## src/x86_byte_alu_with_flags_assert.svh

```systemverilog
// Assertion macros shared by the RTL of the byte ALU.
// Each macro checks on the rising edge of i_clk and is held off while reset is low.
`ifndef X86_BYTE_ALU_WITH_FLAGS_ASSERT_SVH
`define X86_BYTE_ALU_WITH_FLAGS_ASSERT_SVH

// The consequent must hold in the same cycle as the antecedent.
`define X86A_ASSERT_SAME(label, ante, cons, msg) \
    label: assert property (@(posedge i_clk) disable iff (!i_rst_n) (ante) |-> (cons)) \
        else $error(msg);

// The consequent must hold in the cycle after the antecedent.
`define X86A_ASSERT_NEXT(label, ante, cons, msg) \
    label: assert property (@(posedge i_clk) disable iff (!i_rst_n) (ante) |=> (cons)) \
        else $error(msg);

`endif

```

## src/x86alu_pkg.sv

```systemverilog
`default_nettype none

package x86alu_pkg;

    // Operation codes.
    localparam logic [3:0] FUNC_ADD   = 4'd0;
    localparam logic [3:0] FUNC_ADC   = 4'd1;
    localparam logic [3:0] FUNC_SUB   = 4'd2;
    localparam logic [3:0] FUNC_CMP   = 4'd3;
    localparam logic [3:0] FUNC_AND   = 4'd4;
    localparam logic [3:0] FUNC_OR    = 4'd5;
    localparam logic [3:0] FUNC_XOR   = 4'd6;
    localparam logic [3:0] FUNC_DAA   = 4'd7;
    localparam logic [3:0] FUNC_ROL16 = 4'd8;

    // Decimal adjust constants.
    localparam logic [7:0] DAA_LOW_ADJ  = 8'h06;
    localparam logic [7:0] DAA_HIGH_ADJ = 8'h60;
    localparam logic [7:0] DAA_HIGH_LIM = 8'h99;
    localparam logic [3:0] DAA_LOW_LIM  = 4'd9;

    // Flag register, laid out with CF in bit 0 and OF in bit 5.
    typedef struct packed {
        logic of;
        logic sf;
        logic zf;
        logic af;
        logic pf;
        logic cf;
    } t_flags;

    // Even parity of a byte: high when the number of ones is even.
    function automatic logic even_parity(input logic [7:0] value);
        even_parity = ~(^value);
    endfunction

endpackage

`default_nettype wire

```

## src/x86alu_core.sv

```systemverilog
`default_nettype none

module x86alu_core (
    input  wire logic [3:0]          i_func,
    input  wire logic [15:0]         i_operand_a,
    input  wire logic [7:0]          i_operand_b,
    input  wire x86alu_pkg::t_flags  i_flags,
    output logic [15:0]              o_result,
    output logic                     o_write_back,
    output x86alu_pkg::t_flags       o_flags
);
    import x86alu_pkg::*;

    logic [7:0]  a;
    logic [7:0]  b;
    logic [8:0]  sum;
    logic [8:0]  diff;
    logic [8:0]  daa_low_sum;
    logic [7:0]  daa_step;
    logic [7:0]  daa_byte;
    logic        daa_low;
    logic        daa_high;
    logic [31:0] rot_wide;
    logic [15:0] rot_word;
    logic [7:0]  logic_byte;

    assign a = i_operand_a[7:0];
    assign b = i_operand_b;

    // Adder with optional carry in, and subtractor with borrow out.
    assign sum  = {1'b0, a} + {1'b0, b}
                + {8'd0, ((i_func == FUNC_ADC) ? i_flags.cf : 1'b0)};
    assign diff = {1'b0, a} - {1'b0, b};

    // Decimal adjust: low nibble step, then high nibble step, both tested on the original byte.
    assign daa_low     = (a[3:0] > DAA_LOW_LIM) || i_flags.af;
    assign daa_high    = (a > DAA_HIGH_LIM) || i_flags.cf;
    assign daa_low_sum = {1'b0, a} + {1'b0, DAA_LOW_ADJ};
    assign daa_step    = daa_low ? daa_low_sum[7:0] : a;
    assign daa_byte    = daa_high ? (daa_step + DAA_HIGH_ADJ) : daa_step;

    // Barrel rotate of the full word by the count modulo sixteen.
    assign rot_wide = {i_operand_a, i_operand_a} << i_operand_b[3:0];
    assign rot_word = rot_wide[31:16];

    // Bitwise operations.
    always_comb begin
        case (i_func)
            FUNC_AND: logic_byte = a & b;
            FUNC_OR:  logic_byte = a | b;
            default:  logic_byte = a ^ b;
        endcase
    end

    // Result and flag selection.
    always_comb begin
        o_result     = 16'd0;
        o_write_back = 1'b1;
        o_flags      = i_flags;
        case (i_func)
            FUNC_ADD, FUNC_ADC: begin
                o_result   = {8'd0, sum[7:0]};
                o_flags.cf = sum[8];
                o_flags.af = a[4] ^ b[4] ^ sum[4];
                o_flags.of = (a[7] ^ sum[7]) & (b[7] ^ sum[7]);
                o_flags.zf = (sum[7:0] == 8'd0);
                o_flags.sf = sum[7];
                o_flags.pf = even_parity(sum[7:0]);
            end
            FUNC_SUB, FUNC_CMP: begin
                o_result     = {8'd0, diff[7:0]};
                o_write_back = (i_func != FUNC_CMP);
                o_flags.cf   = diff[8];
                o_flags.af   = a[4] ^ b[4] ^ diff[4];
                o_flags.of   = (a[7] ^ b[7]) & (a[7] ^ diff[7]);
                o_flags.zf   = (diff[7:0] == 8'd0);
                o_flags.sf   = diff[7];
                o_flags.pf   = even_parity(diff[7:0]);
            end
            FUNC_AND, FUNC_OR, FUNC_XOR: begin
                o_result   = {8'd0, logic_byte};
                o_flags.cf = 1'b0;
                o_flags.of = 1'b0;
                o_flags.zf = (logic_byte == 8'd0);
                o_flags.sf = logic_byte[7];
                o_flags.pf = even_parity(logic_byte);
            end
            FUNC_DAA: begin
                o_result   = {8'd0, daa_byte};
                o_flags.cf = daa_high;
                o_flags.af = daa_low;
                o_flags.zf = (daa_byte == 8'd0);
                o_flags.sf = daa_byte[7];
                o_flags.pf = even_parity(daa_byte);
            end
            FUNC_ROL16: begin
                o_result = rot_word;
                // A zero count leaves every flag alone.
                if (i_operand_b != 8'd0) begin
                    o_flags.cf = rot_word[0];
                    o_flags.of = rot_word[15] ^ rot_word[0];
                end
            end
            default: begin
                o_result     = 16'd0;
                o_write_back = 1'b0;
            end
        endcase
    end

endmodule

`default_nettype wire

```

## src/x86_byte_alu_with_flags.sv

```systemverilog
// A result is shown once its beat has passed through the input register and then the output register.
// Throughput: one beat per cycle while i_out_stall does not hold the output; the flag register closes a loop
// from the ALU back to its own flag inputs, so back-to-back items see fresh flags.
// Reset (synchronous, active low) clears both valid bits and all six flags of the flag register.
`default_nettype none

module x86_byte_alu_with_flags (
    input  wire logic        i_clk,
    input  wire logic        i_rst_n,
    input  wire logic        i_in_valid,
    output logic             o_in_stall,
    input  wire logic [3:0]  i_func,
    input  wire logic [15:0] i_operand_a,
    input  wire logic [7:0]  i_operand_b,
    output logic             o_out_valid,
    input  wire logic        i_out_stall,
    output logic [15:0]      o_result,
    output logic             o_write_back,
    output logic             o_carry_flag,
    output logic             o_parity_flag,
    output logic             o_aux_flag,
    output logic             o_zero_flag,
    output logic             o_sign_flag,
    output logic             o_overflow_flag
);
    import x86alu_pkg::*;

`include "x86_byte_alu_with_flags_assert.svh"

    logic        r_s1_valid;
    logic [3:0]  r_s1_func;
    logic [15:0] r_s1_operand_a;
    logic [7:0]  r_s1_operand_b;

    logic        r_out_valid;
    logic [15:0] r_out_result;
    logic        r_out_write_back;
    t_flags      r_out_flags;

    t_flags      r_flags;
    t_flags      n_flags;
    logic [15:0] core_result;
    logic        core_write_back;

    logic        out_free;
    logic        s1_fire;
    logic        in_fire;

    // Handshake: the output register frees when empty or taken; stage one
    // moves into it whenever it frees.
    assign out_free   = !r_out_valid || !i_out_stall;
    assign s1_fire    = r_s1_valid && out_free;
    assign o_in_stall = r_s1_valid && !out_free;
    assign in_fire    = i_in_valid && !o_in_stall;

    // Input register.
    always_ff @(posedge i_clk) begin
        if (!i_rst_n) begin
            r_s1_valid <= 1'b0;
        end else if (in_fire) begin
            r_s1_valid <= 1'b1;
        end else if (s1_fire) begin
            r_s1_valid <= 1'b0;
        end
    end

    always_ff @(posedge i_clk) begin
        if (in_fire) begin
            r_s1_func      <= i_func;
            r_s1_operand_a <= i_operand_a;
            r_s1_operand_b <= i_operand_b;
        end
    end

    // ALU and flag logic.
    x86alu_core u_core (
        .i_func       (r_s1_func),
        .i_operand_a  (r_s1_operand_a),
        .i_operand_b  (r_s1_operand_b),
        .i_flags      (r_flags),
        .o_result     (core_result),
        .o_write_back (core_write_back),
        .o_flags      (n_flags)
    );

    // Flag register updates as each item passes into the output register.
    always_ff @(posedge i_clk) begin
        if (!i_rst_n) begin
            r_flags <= '0;
        end else if (s1_fire) begin
            r_flags <= n_flags;
        end
    end

    // Output register.
    always_ff @(posedge i_clk) begin
        if (!i_rst_n) begin
            r_out_valid <= 1'b0;
        end else if (out_free) begin
            r_out_valid <= r_s1_valid;
        end
    end

    always_ff @(posedge i_clk) begin
        if (s1_fire) begin
            r_out_result     <= core_result;
            r_out_write_back <= core_write_back;
            r_out_flags      <= n_flags;
        end
    end

    assign o_out_valid     = r_out_valid;
    assign o_result        = r_out_result;
    assign o_write_back    = r_out_write_back;
    assign o_carry_flag    = r_out_flags.cf;
    assign o_parity_flag   = r_out_flags.pf;
    assign o_aux_flag      = r_out_flags.af;
    assign o_zero_flag     = r_out_flags.zf;
    assign o_sign_flag     = r_out_flags.sf;
    assign o_overflow_flag = r_out_flags.of;

    // Checks on the flag loop and the stage handshake.
    `X86A_ASSERT_NEXT(a_flags_hold, !s1_fire, $stable(r_flags),
        "Flag register changed with no item passing")
    `X86A_ASSERT_SAME(a_out_flags_match, r_out_valid, r_out_flags == r_flags,
        "Shown flags differ from the flag register")
    `X86A_ASSERT_NEXT(a_cmp_no_write, s1_fire && (r_s1_func == FUNC_CMP), !o_write_back,
        "Compare result marked for write back")
    `X86A_ASSERT_SAME(a_stall_when_blocked, r_s1_valid && !s1_fire, o_in_stall,
        "Input taken while stage one is blocked")

endmodule

`default_nettype wire
```

## config.mk

```make
export PLATFORM = sky130hd
export DESIGN_NAME = x86_byte_alu_with_flags
export DESIGN_NICKNAME = d
export VERILOG_FILES = /design/src/x86alu_pkg.sv /design/src/x86alu_core.sv /design/src/x86_byte_alu_with_flags.sv
export VERILOG_INCLUDE_DIRS = /design/src /design/src/src
export SDC_FILE = /design/constraint.sdc
export NUM_CORES = 1
export LEC_CHECK = 0
export BUFFER_PORTS_ARGS = -buffer_cell sky130_fd_sc_hd__buf_4
export CAP_MARGIN = 20
export CORE_MARGIN = 4
export CORE_UTILIZATION = 50
export CTS_CLUSTER_DIAMETER = 120
export CTS_CLUSTER_SIZE = 20
export DETAILED_ROUTE_END_ITERATION = 12
export MAX_ROUTING_LAYER = met4
export PLACE_DENSITY_LB_ADDON = 0.1
export SLEW_MARGIN = 15
export SYNTH_ARGS = -nofsm -noshare
export SYNTH_HDL_FRONTEND = slang
export SYNTH_HIERARCHICAL = 1
export SYNTH_SLANG_ARGS = --single-unit
export TNS_END_PERCENT = 5
```

## constraint.sdc

```tcl
create_clock -name i_clk -period 7.72 [get_ports i_clk]
set_clock_uncertainty 0.2 [all_clocks]
set_input_delay 1.544 -clock i_clk [delete_from_list [all_inputs] [get_ports i_clk]]
set_output_delay 1.544 -clock i_clk [all_outputs]
set_load 0.03 [all_outputs]
```

==> results of run 1 <==
[power groups by stage]
stage | clock (mW) | sequential [mW] | combinational [mW]
final | 0.247 | 0.392 | 0.356
after global routing | 0.269 | 0.395 | 0.384
after CTS | 0.253 | 0.391 | 0.351
after detailed placement | 0 | 0.398 | 0.348
after global placement | 0 | 0.397 | 0.347
after floorplan | 0 | 0.403 | 0.250
[synthesized netlist by cell type, types with 4 or more instances]
| cell | number | share of area (%) |
|---|---|---|
| dfxtp_1 | 8 | 3.1 |
| xor2_1 | 10 | 1.7 |
| clkbuf_1 | 21 | 1.5 |
| xnor2_1 | 22 | 3.7 |
| o31ai_1 | 4 | 0.58 |
| inv_1 | 35 | 2.5 |
| o22ai_1 | 5 | 0.60 |
| a21oi_1 | 31 | 3.0 |
| a31oi_1 | 5 | 0.60 |
| a21o_1 | 5 | 0.72 |
| mux2i_1 | 35 | 6.8 |
| o221ai_1 | 7 | 1.2 |
| buf_2 | 6 | 0.58 |
| nand2_1 | 39 | 2.8 |
| nor2_1 | 42 | 3.0 |
| edfxtp_1 | 51 | 30 |
| and2_1 | 5 | 0.60 |
| or4_1 | 5 | 0.72 |
| nor2b_1 | 5 | 0.60 |
| a211oi_1 | 9 | 1.3 |
| nand4_1 | 5 | 0.60 |
| nand3_1 | 5 | 0.48 |
| o21a_1 | 5 | 0.72 |
| mux2_2 | 6 | 1.3 |
| nand2b_1 | 7 | 0.85 |
| mux4_2 | 19 | 8.3 |
| ha_1 | 42 | 10 |
| nor3_1 | 13 | 1.3 |
| o21ai_0 | 14 | 1.4 |
[layer usage]
metal | global-route usage, % | wire length [um] | share of wire [%]
met5 | - | 0 | 0
met4 | 7.84 | 350 | 2.4
met3 | 4.29 | 1040 | 7.1
met2 | 38.0 | 6530 | 45
met1 | 36.8 | 6650 | 46
[metrics by stage]
step	utilization (%)	std cells
3_3_place_gp	57.1	682
5_1_grt	58.8	698
6_report	58.8	698
4_1_cts	58.8	698
2_1_floorplan	-	521
3_5_place_dp	57.1	682
[sequential cells by signal, indices dropped and copies added (netlist names), 4 cells and up]
register and flops:
r_s1_operand_a 16, r_s1_operand_b 8, r_s1_func 4, r_flags 6, o_result 16
[worst max-delay path by stage]
stage	slack (ns)	startpoint	depth (start not counted)	end
finish	3.21	r_s1_func[3]$_DFFE_PP_	16	r_flags[1]$_SDFFE_PN0P_
floorplan	3.84	r_s1_operand_a[1]$_DFFE_PP_	16	o_parity_flag$_DFFE_PP_
detailed placement	3.30	r_s1_func[3]$_DFFE_PP_	16	r_flags[1]$_SDFFE_PN0P_
CTS	3.28	r_s1_func[3]$_DFFE_PP_	16	r_flags[1]$_SDFFE_PN0P_
global route	2.97	r_s1_func[3]$_DFFE_PP_	16	r_flags[1]$_SDFFE_PN0P_
global placement	3.38	r_s1_func[3]$_DFFE_PP_	16	r_flags[1]$_SDFFE_PN0P_
[area by class of cell]
type | count | area, sq um
flip-flops and latches | 59 | 1690
repair buffers | 61 | 458
multi-input cells | 393 | 3210
clock buffers | 11 | 131
clock inverters | 5 | 31.3
well taps | 133 | 166
fillers | 880 | 4090
inverters | 36 | 135
[cell families (layout without fill, tap and decap cells)]
family	count (synthesis)	in the layout	share of synthesized area [%]
buffers and inverters	69	113	5.58
flip-flops	59	59	32.7
AO/OA/AOI/OAI	113	113	14.8
XOR/XNOR	32	32	5.41
AND/OR/NAND/NOR	141	141	13.0
adder cells (fa/ha/maj)	45	45	11.3
multiplexers	62	62	17.3
[worst max-delay path, delay by kind of cell (launching register included)]
family | cells | cell delay [ns]
and+or+nand+nor | 5 | 1.21
DFF | 1 | 0.59
AOI/OAI and AO/OA | 5 | 0.86
adders and majority gates | 3 | 1.19
muxes | 1 | 0.12
xor gates and xnor gates | 2 | 0.30
==> results.yml, run 1 <==
layout:
  antenna_cells: 0
  layout_common_cells: "61 x buf_4, 51 x edfxtp_1, 42 x nor2_1, 42 x ha_1, 39 x nand2_1"
  final_nets: 637
  area_growth_pct: 12.4
  layout-drive-gt1-share_pct: 19.6
  mostFrequentLayoutCell: "buf_4"
  final_area_sq_um: 5820
clock_tree:
  htree_levels: 3
  cts.path.max_buffers: 2
  cts_tree: "yes"
  holdBufCountCts: 0
  path_clk_slew_ns: 0.09
  cts_made_buffers: 9
  clock-sinks: 59
  cts-root-buf: "clkbuf_8"
  post_cts_buffers: 0
  ctsResizeCount: 0
  clock_latency_ns: 0.35
route:
  wl_per_cell_um: 20.9
  finalWirelength_um: 14600
  drc_errors: 0
  routed_via_density: 6.17
  drt_pass1_iterations: 5
  vias: 4305
  ant_nets: 0
  drt_iter0_drc: 461
place:
  place_area_sq_um: 5660
  io_buffer_count: 56
  preCtsSetupSlack_ns: 3.30
  globalplace.congestion: 0.987
  hpwl_um: 11000
hold_path:
  hp-start: "r_flags[1]$_SDFFE_PN0P_"
  hold_depth: 2
  hold_end: "r_flags[1]$_SDFFE_PN0P_"
  hold_class: "reg -> reg"
sta:
  period_needed_ns: 4.51
  rsz0062_at_grt: "no"
  holdWs_ns: 0.269
  fmax_ghz: 0.222
  setup_viol: 0
  relSlewSlack_pct: 32.3
  hold_violations: 0
  worstMarginPinSlew_ns: 1.01
  slew_viol_final: 0
  period_share_pct: 58.5
  setup_tns_ns: 0
  fin_ws_ns: 3.21
global_route:
  grt_max_degree: 32
  antenna_found_initial: 0
  grt_first_pass_wirelength_um: 22700
  globalRouteOverflowTotal: 0
  grt_pass1_vias: 4027
  track_usage_pct: 25.9
floorplanning:
  fp.dieW_um: 110
  placementRows: 36
  start_util_pct: 52.3
  io_pins: 57
  die-height_um: 110
  dieArea_sq_um: 12000
  core_sq_um: 9910
synth:
  ys_ff_latch: 59
  netlist_instances: 521
  synth_nets: 598
  ys_seq_area_share_pct: 32.7
  ys_warn_count: 6
  async_flop_share_pct: 0
  synth_edf_count: 51
  ys_types: 63
  syn_area_per_cell_sq_um: 9.94
  synthFlopType: "edfxtp_1"
  syn-cell-area_sq_um: 5180
worst_setup_path:
  ff2ff_path_depth: 16
  critPathKind: "reg -> reg"
  cp.required_ns: 7.81
  start_kind: "register"
  arrival_ns: 4.60
  timing.rr.end: "r_flags[1]$_SDFFE_PN0P_"
  reg2reg_slack_ns: 3.21
  critPathSlowestCell: "nor3_1"
  slowest_delay_ns: 0.70
  cp_cell_sequence: "nor3_1, nand3_1, fa_1, fa_1, nor2b_1, o31a_1, o21ai_0, a21o_1, ha_1, xor2_1, xnor2_1, o32ai_1, nor3_1, a21oi_1, nand2_1, mux2i_1"
  path_max_fanout: 17
  endpoint_kind: "register"
  reg2reg_from: "r_s1_func[3]$_DFFE_PP_"
power_and_ir_drop:
  p_sw_share_pct: 35.3
  p_clk_share_pct: 24.8
  leakage_nw: 2.36
  intPower_uw: 643
  peakVddDrop_mv: 0.0895
  p_comb_share_pct: 35.8
  cellPowerDensity_nw_per_um2: 171
  finalPower_uw: 995
  power_switching_uw: 352
  seqPwrFrac_pct: 39.4
job:
  max_cap_viol_count: 0
outcome:
  status: "finished, final reports clean"
No activity file was read; power rests on OpenSTA's default activity.
==> run 2, diff against run 1 <==
Clock period 7.72 ns to 4.4 ns, I/O delays scaled along.
==> run 2 against run 1 <==
Sequential share of layout area fell by 0.50 points. Count of clock-buffer cells in the layout up 3. Critical path depth rose by 1. Flip-flop and latch count stayed put. Largest cell class unchanged. Critical path type unchanged. Die area unchanged. First-iteration DRC count shrank 13%. Cell count is 1.3% higher. Wire length grew 0.81%. Register-to-register slack worse by 2.8 ns. Critical endpoint unchanged. Cell area rose by 1.8%. Largest power group unchanged. Hold slack worse by 0.0067 ns.
==> results.yml, run 2 (synthesis results as in run 1) <==
layout:
  layout_common_cells: "71 x buf_4, 51 x edfxtp_1, 42 x nor2_1, 42 x ha_1, 39 x nand2_1"
  area_growth_pct: 14.4
  antenna_cells: 0
  fillers: 877
  mostFrequentLayoutCell: "buf_4"
  final_nets: 647
  layout-drive-gt1-share_pct: 21.1
route:
  routed_via_density: 6.00
  drt_pass1_iterations: 5
  drt_iter0_drc: 403
  wl_per_cell_um: 20.8
  ant_nets: 0
  drc_errors: 0
  vias: 4245
  finalWirelength_um: 14700
worst_setup_path:
  critPathSlowestCell: "or4_1"
  critPathKind: "reg -> reg"
  cp.required_ns: 4.40
  endpoint_kind: "register"
  crit_top_cell: "xnor2_1"
  slowest_delay_ns: 0.54
  cp_cell_sequence: "buf_4, nor3_1, nor2_1, xnor2_1, ha_1, inv_1, or4_1, a21o_1, and3_1, ha_1, xnor2_1, xnor2_1, o22ai_1, nor3_1, a21oi_1, nand2_1, mux2i_1"
  arrival_ns: 4.03
  path_max_fanout: 11
  reg2reg_slack_ns: 0.36
  crit_buf_inv: 2
  start_kind: "register"
  path_delay_family: "simple AND/OR/NAND/NOR gates"
global_route:
  antenna_found_initial: 0
  grt_first_pass_wirelength_um: 22600
  grt_max_degree: 31
  globalRouteOverflowTotal: 0
  grt_pass1_vias: 4083
  track_usage_pct: 26.5
floorplanning:
  fp.dieW_um: 110
  placementRows: 36
  start_util_pct: 52.3
  io_pins: 57
  die-height_um: 110
  core_sq_um: 9910
  dieArea_sq_um: 12000
outcome:
  status: "finished, final reports clean"
clock_tree:
  path_clk_slew_ns: 0.07
  clock-sinks: 59
  post_cts_buffers: 0
  htree_levels: 3
  cts_tree: "yes"
  cts-root-buf: "clkbuf_8"
  cts.path.max_buffers: 2
  holdBufCountCts: 0
  clock_latency_ns: 0.36
  cts_made_buffers: 9
  ctsResizeCount: 0
sta:
  fmax_ghz: 0.248
  setup_viol: 0
  relSlewSlack_pct: 31.7
  period_needed_ns: 4.04
  setup_tns_ns: 0
  fin_ws_ns: 0.363
  worstMarginPinSlew_ns: 1.02
  slew_viol_final: 0
  period_share_pct: 91.7
  rsz0062_at_grt: "no"
  hold_violations: 0
power_and_ir_drop:
  cellPowerDensity_nw_per_um2: 305
  peakVddDrop_mv: 0.203
  leakage_nw: 2.42
place:
  hpwl_um: 11400
  io_buffer_count: 56
  globalplace.congestion: 0.983
  preCtsSetupSlack_ns: 0.404
hold_path:
  hold_class: "reg -> reg"
job:
  max_cap_viol_count: 0
[run 2: cell count changes in the layout (fill, tap and decap cells not counted)]
cell / before / now
clkinv_2: 3 / 0
clkbuf_8: 9 / 13
clkinv_4: 1 / 0
clkbuf_1: 2 / 1
buf_4: 61 / 71
[run 2: power by group]
group	leakage [nW]	total, mW	switching, mW	internal, mW
registers	0.553	0.675	0.0269	0.648
logic	1.77	0.644	0.362	0.283
clock network	0.0948	0.485	0.222	0.263
total	2.42	1.81	0.611	1.19
[run 2: path summary, 6_finish.rpt]
kind,start,end,cells after the start
max reg2reg,r_s1_operand_a[1]$_DFFE_PP_,r_flags[1]$_SDFFE_PN0P_,17
min,r_flags[3]$_SDFFE_PN0P_,r_flags[3]$_SDFFE_PN0P_,2
max,r_s1_operand_a[1]$_DFFE_PP_,r_flags[1]$_SDFFE_PN0P_,17
min reg2reg,r_flags[3]$_SDFFE_PN0P_,r_flags[3]$_SDFFE_PN0P_,2
[run 2: through the flow]
step | total power, mW | cell area, sq um | std cells | hold WS [ns] | utilization, %
2_1_floorplan | 1.15 | 5180 | 521 | 0.235 | -
3_3_place_gp | 1.32 | 5730 | 692 | 0.244 | 57.9
3_5_place_dp | 1.32 | 5730 | 692 | 0.248 | 57.9
4_1_cts | 1.82 | 5920 | 707 | 0.259 | 59.8
5_1_grt | 1.91 | 5920 | 707 | 0.278 | 59.8
6_report | 1.81 | 5920 | 707 | 0.263 | 59.8
[run 2: metal layers]
layer / vias up / track usage [%] / wire length (um)
met5: - / - / 0
met4: 0 / 10.4 / 435
met3: 30 / 7.63 / 1280
met2: 190 / 37.8 / 6390
met1: 2002 / 35.7 / 6590
li1: 2023 / - / -
[run 2: tightest hold or removal path, stage by stage (launching register included)]
cell and delay (ns):
dfxtp_1 0.31, nand2_1 0.05, mux2i_1 0.05
[run 2: layout make-up]
| class | count | area, sq um | share of cell area, % |
|---|---|---|---|
| tap | 133 | 166 | 2.81 |
| multi-input combinational | 393 | 3210 | 54.2 |
| timing repair buffer | 71 | 533 | 9.00 |
| clock buffer | 14 | 183 | 3.08 |
| inverter | 36 | 135 | 2.28 |
| sequential | 59 | 1690 | 28.6 |
| clock inverter | 1 | 7.51 | 0.127 |
